<file path="src/hw/rtl/bls_pkg.sv">
package bls_pkg;

  localparam int CMD_W   = 2;
  localparam int POS_W   = 9;
  localparam int LIMIT_W = 9;
  localparam int OUT_W   = 32;

  localparam logic [LIMIT_W-1:0] LIMIT_RESET = 9'd256;

  typedef enum logic [CMD_W-1:0] {
    CMD_PUSH = 2'd0,
    CMD_POP  = 2'd1,
    CMD_PEEK = 2'd2,
    CMD_NOP  = 2'd3
  } cmd_e;

  typedef enum logic [1:0] {
    ST_OK      = 2'd0,
    ST_EMPTY   = 2'd1,
    ST_FULL    = 2'd2,
    ST_BAD_POS = 2'd3
  } status_e;

  typedef struct packed {
    status_e status;
    logic    is_empty;
    logic    is_full;
    logic    use_data;
  } meta_t;

endpackage

</file>
<file path="src/hw/rtl/bls_ctrl.sv">
module bls_ctrl
  import bls_pkg::*;
#(
  parameter int DEPTH = 256
) (
  input  logic                     clk_i,
  input  logic                     rst_ni,
  input  logic                     accept_i,
  input  cmd_e                     cmd_i,
  input  logic [POS_W-1:0]         pos_i,
  input  logic                     cfg_we_i,
  input  logic [LIMIT_W-1:0]       cfg_data_i,
  output logic                     ram_we_o,
  output logic                     ram_re_o,
  output logic [$clog2(DEPTH)-1:0] ram_addr_o,
  output meta_t                    meta_o
);

  localparam int AW     = $clog2(DEPTH);
  localparam int CNT_W  = $clog2(DEPTH + 1);
  localparam int CMP_W0 = (CNT_W > LIMIT_W) ? CNT_W : LIMIT_W;
  localparam int CMP_W  = (CMP_W0 > POS_W) ? CMP_W0 : POS_W;

  logic [CNT_W-1:0]   count_q, count_d;
  logic [LIMIT_W-1:0] limit_q;
  logic [CMP_W-1:0]   cnt_x, cnt_d_x, lim_x, pos_x, depth_x, eff_lim;
  logic               we, re;
  logic [AW-1:0]      addr;
  status_e            status;

  always_ff @(posedge clk_i or negedge rst_ni) begin
    if (!rst_ni) begin
      count_q <= '0;
      limit_q <= LIMIT_RESET;
    end else begin
      if (accept_i) begin
        count_q <= count_d;
      end
      if (cfg_we_i) begin
        limit_q <= cfg_data_i;
      end
    end
  end

  assign cnt_x   = CMP_W'(count_q);
  assign lim_x   = CMP_W'(limit_q);
  assign pos_x   = CMP_W'(pos_i);
  assign depth_x = CMP_W'(DEPTH);
  assign eff_lim = (lim_x > depth_x) ? depth_x : lim_x;

  always_comb begin
    count_d = count_q;
    we      = 1'b0;
    re      = 1'b0;
    addr    = AW'(count_q);
    status  = ST_OK;
    unique case (cmd_i)
      CMD_PUSH: begin
        if (cnt_x >= eff_lim) begin
          status = ST_FULL;
        end else begin
          we      = 1'b1;
          count_d = count_q + CNT_W'(1);
        end
      end
      CMD_POP: begin
        if (count_q == '0) begin
          status = ST_EMPTY;
        end else begin
          re      = 1'b1;
          count_d = count_q - CNT_W'(1);
          addr    = AW'(count_q - CNT_W'(1));
        end
      end
      CMD_PEEK: begin
        if (count_q == '0) begin
          status = ST_EMPTY;
        end else if (pos_x == '0 || pos_x > cnt_x) begin
          status = ST_BAD_POS;
        end else begin
          re   = 1'b1;
          addr = AW'(pos_x - CMP_W'(1));
        end
      end
      default: begin
        status = ST_OK;
      end
    endcase
  end

  assign cnt_d_x = CMP_W'(count_d);

  assign ram_we_o        = accept_i & we;
  assign ram_re_o        = accept_i & re;
  assign ram_addr_o      = addr;
  assign meta_o.status   = status;
  assign meta_o.is_empty = (count_d == '0);
  assign meta_o.is_full  = (cnt_d_x >= eff_lim);
  assign meta_o.use_data = re;

endmodule

</file>
<file path="config.mk">
export PLATFORM = sky130hd
export DESIGN_NAME = bls_ctrl
export DESIGN_NICKNAME = d
export VERILOG_FILES = /design/src/hw/rtl/bls_pkg.sv /design/src/hw/rtl/bls_ctrl.sv
export SDC_FILE = /design/constraint.sdc
export NUM_CORES = 1
export LEC_CHECK = 0
export ABC_AREA = 1
export CAP_MARGIN = 30
export CORE_MARGIN = 1.5
export CORE_UTILIZATION = 29
export DETAILED_ROUTE_END_ITERATION = 8
export DONT_BUFFER_PORTS = 1
export PLACE_DENSITY = 0.41
export SYNTH_ARGS = -nofsm -noshare
export SYNTH_HDL_FRONTEND = slang
export SYNTH_SLANG_ARGS = --single-unit
</file>
<file path="constraint.sdc">
create_clock -name clk_i -period 6.2 [get_ports clk_i]
set_input_delay 0 -clock clk_i [delete_from_list [all_inputs] [get_ports clk_i]]
set_output_delay 0 -clock clk_i [all_outputs]
set_load 0.02 [all_outputs]
</file>
==> out/results.tsv, run 1 <==
metric	value	unit
DP Worst Slack	2.51	ns
fill cell count	986	
vias in the first global route	2323	
maxcap violations	0	
Clk Latency, worst-skew pair	0.25	ns
fin nets	461	
antenna violations before repair	0	
worst reg2reg startpoint	lim_x[4]	
Final period util	0.639	
antenna viol nets, final	0	
GP Congestion	0.823	
Worst Hold Depth	3	
critical path fanouts, max	9	
reg2reg end	cnt_x[5]	
total global-route track usage	0.160	
Post-Syn Instances	397	
Power Density	279	nW/µm²
number of iterations in the first detailed-routing pass	4	
Req. time, crit path	6.20	ns
Initial Util	0.298	
worst reg2reg setup slack	3.45	ns
Setup TNS	0	ns
Top Ports	39	
synth unique cells	34	
WHS Endpoint	cnt_x[8]	
startpoint class of the critical path	register	
DP HPWL	6040	µm
TritonCTS Buffers	3	
Root Buffer	clkbuf_8	
routed len/inst	14.5	µm
share of layout cells above drive strength 1	0.0846	
cells on worst reg2reg path	16	
Synth async-reset ratio	1.00	
Rows	34	
DRT iter0 DRCs	131	
clk_skew	0.00231	ns
final setup vio count	0	
Comb pwr share	0.628	
register area share after synthesis	0.176	
post-synthesis cell area	2570	µm²
area grow syn2layout	9.20	%
hold slack	0.105	ns
ant diodes	0	
clock buffer depth	2	
CTS tree	yes	
yosys warns	0	
CP Class	reg2out	
WL final	7390	µm
RSZ-0062 raised after global routing	false	
worst rel slew slack	0.436	
Net Switching	416	µW
Hold WC Path Type	in2reg	
die height	97.1	µm
Die Span X	97.1	µm
first-pass GRT wire length	12300	µm
H-tree levels	1	
Worst Setup SP	lim_x[4]	
Vias	2430	
largest net degree at the start of global routing	19	
clock slew at reported path FFs	0.07	ns
ys flop type	dfrtp_1	
Leakage Power	1.43	nW
WP data arrival	3.96	ns
final slew viol count	0	
Avg Inst Size Synth	6.47	µm²
outcome	finished clean	
Fmax	253	MHz
clk sinks	18	
DR vias/cell	4.76	
Net Sw Frac	0.532	
# port buffers	0	
Peak supply drop	0.0980	mV
Least-Margin Pin Slew	0.843	ns
PostCTS Resize Cnt	0	
DRC	0	
Final Hold Vio Count	0	
core box area	8640	µm²
Post-synth EDFFs	0	
Die ar.	9440	µm²
grt ovf	0	
clock power share	0.126	
Syn Nets	455	
endpoint class of the critical path	output port	
fin crit period	3.96	ns
# Post-CTS Setup Buffers	0	
Pint	366	µW
hold wc startpoint	accept_i	
Flop pwr share	0.246	
register bit total from synthesis	18	
final setup margin	2.24	ns
## layout make-up
type / instances / area (µm²) / area share
sequential: 18 / 452 / 0.161
clock buffer: 4 / 55.1 / 0.0196
timing repair buffer: 12 / 120 / 0.0428
multi-input combinational: 319 / 1860 / 0.663
tap: 108 / 135 / 0.0481
inverter: 49 / 184 / 0.0655
## sequential cells by signal (all words and copies together), names as in the netlist
register,count
lim_x,9
cnt_x,9
## power groups by stage
stage                     clock network, mW  logic (mW)  registers [mW]
after global routing                  0.108       0.562           0.197
after global placement                    0       0.480           0.196
after CTS                             0.104       0.495           0.193
after detailed placement                  0       0.482           0.195
after floorplan                           0       0.416           0.160
final                                0.0985       0.491           0.193
## worst max-delay path by stage
stage / endpoint / depth (start not counted)
finish: meta_o[1] / 24
global route: meta_o[1] / 24
CTS: meta_o[1] / 24
detailed placement: meta_o[1] / 24
global placement: meta_o[1] / 24
floorplan: meta_o[1] / 24
## critical path: stages (launching register included)
cell and delay [ns]:
dfrtp_1 0.40, nor4_1 0.33, a21oi_1 0.13, inv_1 0.12, nand2_1 0.09, ha_1 0.30, nand2_1 0.09, nor2_1 0.05
nand2_1 0.05, nand3_1 0.06, nand2_1 0.23, nand2_4 0.14, nand2_2 0.11, nand2_1 0.07, nand2_1 0.06, nand3_1 0.16
ha_1 0.36, nand2_1 0.06, o211ai_1 0.16, nand3_1 0.10, nand2_1 0.08, nand3_1 0.06, nand2_1 0.07, a21oi_1 0.07
o21bai_1 0.36
## routing by layer
layer  GRT usage  share of wire
met5           0              0
met4      0.0178         0.0019
met3      0.0223          0.024
met2       0.250           0.43
met1       0.240           0.55
## synth_stat cells, types with 4 or more instances
master     n  area share
nand2_1  102        0.15
inv_1     46       0.067
nor2_1    46       0.067
ha_1      34        0.17
nand3_1   33       0.064
o21ai_0   26       0.051
a21oi_1   17       0.033
dfrtp_1   17        0.17
nand4_1    9       0.022
mux2_2     7       0.031
xor2_1     7       0.024
nor2_2     5       0.012
nor3_1     5      0.0097
nand2_4    4       0.018
o21ai_1    4      0.0078
## metrics by stage
step / area, µm² / total power [mW] / std cells / util
5_1_grt: 2810 / 0.868 / 510 / 0.325
6_report: 2810 / 0.782 / 510 / 0.325
2_1_floorplan: 2570 / 0.577 / 397 / -
3_5_place_dp: 2630 / 0.677 / 494 / 0.305
3_3_place_gp: 2630 / 0.676 / 494 / 0.305
4_1_cts: 2810 / 0.791 / 510 / 0.325
## cell usage in the layout (no fill, tap or decap)
cell / Yosys / layout
nor4_1: 2 / 2
inv_2: 3 / 3
a21oi_1: 17 / 17
nand3b_1: 1 / 1
nor2_1: 46 / 46
nand2_4: 4 / 4
nor2_4: 3 / 3
nand2_1: 102 / 102
o21bai_1: 1 / 1
o21ai_1: 4 / 4
clkbuf_8: 0 / 4
inv_1: 46 / 46
o21ai_0: 26 / 26
nor3_1: 5 / 5
mux2_2: 7 / 7
nand4_1: 9 / 9
nand2_2: 2 / 2
dlygate4sd3_1: 0 / 12
ha_1: 34 / 34
o21a_1: 1 / 1
and2_1: 1 / 1
nor2_2: 5 / 5
dfrtp_1: 17 / 17
xor2_1: 7 / 7
dfstp_2: 1 / 1
xnor2_1: 3 / 3
nor2_8: 1 / 1
o211ai_1: 1 / 1
nand3_2: 3 / 3
nand3_1: 33 / 33
nor3_2: 1 / 1
## kinds of logic after synthesis
| logic type | count (synthesis) | share of synthesized area |
|---|---|---|
| fa+ha+maj | 34 | 0.166 |
| compound gates | 50 | 0.100 |
| buf+inv | 60 | 0.100 |
| flops | 18 | 0.176 |
| simple gates | 218 | 0.393 |
| xor+xnor | 10 | 0.0341 |
| mux | 7 | 0.0307 |
## repair_timing
item                       in CTS  in global routing
setup endpoints to repair       0                  0
hold endpoints to repair       31                  0
hold buffers                   12                  0
No activity file was read; power rests on OpenSTA's default activity.
==> run 2: changes to the inputs <==
ABC_AREA = 0   (was 1)
clock period = 3.9 ns   (was 6.2 ns; I/O delays follow)
==> out/results.tsv, run 2 <==
metric	value	unit	change
clock power share	0.122		-0.004
Synth async-reset ratio	1.00		unchanged
RSZ-0062 raised after global routing	false		
ys flop type	dfrtp_1		
maxcap violations	0		unchanged
synth cell count leaders	ha_1, inv_1, nand2_1		
TritonCTS Buffers	3		unchanged
clock slew at reported path FFs	0.08	ns	about the same
yosys warns	0		unchanged
Worst Setup SP	lim_x[8]		
Pint	679	µW	+85%
Net Switching	613	µW	+47%
Peak supply drop	0.213	mV	+120%
Net Sw Frac	0.474		-0.0576
routed len/inst	16.7	µm	+15%
Avg Inst Size Synth	8.00	µm²	+24%
share of the synthesized area in the top cell type	0.176		+0.0105
hold wc startpoint	accept_i		
clock buffer depth	2		unchanged
# port buffers	0		unchanged
first-pass GRT wire length	11800	µm	-4.0%
Post-Place Cell Area	2590	µm²	-1.5%
Final Hold Vio Count	0		unchanged
largest net degree at the start of global routing	20		+1
ant diodes	0		unchanged
vias in the first global route	2343		+0.86%
DP HPWL	5670	µm	-6.1%
Top Ports	39		unchanged
WHS Endpoint	ram_we_o		
Post-synth EDFFs	0		unchanged
WL final	7170	µm	-3.0%
Power Density	455	nW/µm²	+63%
Final period util	0.956		
CTS tree	yes		
Vias	2287		-5.9%
clk sinks	18		unchanged
WP data arrival	3.73	ns	-0.23 ns
worst reg2reg setup slack	0.96	ns	-2.49 ns
commonest non-fill, non-tap cells in the layout	ha_1, inv_1, nand2_1		
register area share after synthesis	0.187		+0.0112
Synth area leaders	dfrtp_1, ha_1, a21oi_1, mux2_2, inv_1		
DR vias/cell	5.33		+12%
commonest non-fill, non-tap cell in the layout	ha_1		
outcome	finished clean		
Clk Latency, worst-skew pair	0.26	ns	about the same
Hold WC Path Type	in2out		
dpl cells	407		-18%
Least-Margin Pin Slew	0.826	ns	-0.0165 ns
Worst Hold Depth	2		-1
Req. time, crit path	3.90	ns	-2.30 ns
final core occ	0.349		+0.0239
Setup TNS	0	ns	unchanged
total global-route track usage	0.169		+0.00946
H-tree levels	1		unchanged
endpoint class of the critical path	output port		
fin crit period	3.73	ns	
grt ovf	0		unchanged
synth unique cells	63		+85%
startpoint class of the critical path	register		
worst reg2reg startpoint	lim_x[8]		
Die ar.	8890	µm²	-5.8%
Post-Syn Instances	302		-24%
worst rel slew slack	0.447		+0.0111
DRC	0		unchanged
post-synthesis cell area	2420	µm²	-6.0%
Comb pwr share	0.668		+0.040
cells on worst reg2reg path	12		-4
Fmax	268	MHz	
die height	94.3	µm	-2.9%
most common cell in the netlist	ha_1		
Initial Util	0.297		-0.000564
Yosys top cell by area	dfrtp_1		
GP Congestion	0.809		-1.8%
share of layout cells above drive strength 1	0.179		+0.0944
Non-Filler Instances	429		-16%
fin nets	383		-17%
final slew viol count	0		unchanged
final setup vio count	0		unchanged
fill cell count	885		-10%
clk_skew	0.00494	ns	+0.00263 ns
antenna viol nets, final	0		unchanged
Leakage Power	1.23	nW	-14%
reg2reg end	cnt_x[7]		
Flop pwr share	0.209		-0.037
antenna violations before repair	0		unchanged
area grow syn2layout	17.5	%	
Syn Nets	360		-21%
register bit total from synthesis	18		unchanged
critical path fanouts, max	5		-4
number of iterations in the first detailed-routing pass	5		+1
CP Class	reg2out		
core box area	8130	µm²	-5.8%
Die Span X	94.3	µm	-2.9%
Rows	33		-2.9%
Root Buffer	clkbuf_8		
final instance area	2840	µm²	+1.1%
DRT iter0 DRCs	107		-18%
run 2: cell count changes after synthesis, moves of 16 or more:
cell	before	now
inv_1	46	26
nor2_1	46	22
nand3_1	33	14
o21ai_0	26	10
nand2_1	102	26
run 2: repair_timing:
item / CTS / global route
hold endpoints to repair: 36 / 0
setup endpoints to repair: 1 / 1
hold buffers: 12 / 0
cloned: 0 / 0
buffers inserted: 4 / 2
resized for setup: 4 / 5
pin swaps: 5 / 3
run 2: layout make-up:
| class | count | area, µm² | area share |
|---|---|---|---|
| Multi-Input combinational cell | 241 | 1810 | 0.638 |
| Sequential cell | 18 | 452 | 0.159 |
| Timing Repair Buffer | 34 | 285 | 0.101 |
| Inverter | 27 | 104 | 0.0366 |
| Clock buffer | 4 | 55.1 | 0.0194 |
| Tap cell | 105 | 131 | 0.0463 |
run 2: how the worst max path moves through the flow:
| stage | endpoint | slack, ns |
|---|---|---|
| after floorplan | meta_o[1] | 0.37 |
| after global placement | meta_o[1] | 0.32 |
| final | meta_o[1] | 0.17 |
| after global routing | meta_o[1] | 0.01 |
| after CTS | meta_o[1] | 0.008 |
| after detailed placement | meta_o[1] | 0.20 |
run 2: power groups by stage:
stage / Combinational (mW) / Sequential [mW] / Clock, mW
floorplan: 0.603 / 0.253 / 0
global placement: 0.786 / 0.274 / 0
detailed placement: 0.788 / 0.273 / 0
CTS: 0.852 / 0.270 / 0.163
global route: 0.960 / 0.277 / 0.171
finish: 0.863 / 0.270 / 0.158
run 2: metal layers:
layer | GRT usage | wire, µm | up-vias | share of wire
met5 | 0 | 0 | - | 0
met4 | 0.0224 | 43 | 0 | 0.0060
met3 | 0.0218 | 216 | 4 | 0.030
met2 | 0.263 | 3210 | 35 | 0.45
met1 | 0.253 | 3700 | 1099 | 0.52
li1 | - | - | 1149 | -
run 2: metrics by stage:
| stage | setup WS, ns | power, mW | hold slack, ns |
|---|---|---|---|
| floorplan | 0.369 | 0.857 | -0.296 |
| global placement | 0.322 | 1.06 | -0.295 |
| detailed placement | 0.204 | 1.06 | -0.295 |
| CTS | 0.00800 | 1.28 | 0.166 |
| global route | 0.0130 | 1.41 | 0.180 |
| finish | 0.172 | 1.29 | 0.158 |
run 2: kinds of logic (layout without fill, tap and decap cells):
logic type,Yosys count,in the layout,synth area share
xor+xnor,9,9,0.0326
simple gates,102,102,0.222
fa+ha+maj,34,34,0.176
compound gates,82,82,0.245
flops,18,18,0.187
mux,14,14,0.0637
buf+inv,43,65,0.0735
run 2: worst max-delay path, cell delays in order, from the launching register on:
cell and delay, ns:
dfstp_2 0.57, inv_4 0.05, nand2_2 0.07, ha_1 0.24
a211o_1 0.34, a221oi_4 0.28, o21a_2 0.25, mux2_1 0.34
a211oi_2 0.23, inv_1 0.08, ha_1 0.26, nor2b_1 0.13
o21ai_1 0.12, a21oi_1 0.09, o41a_1 0.42
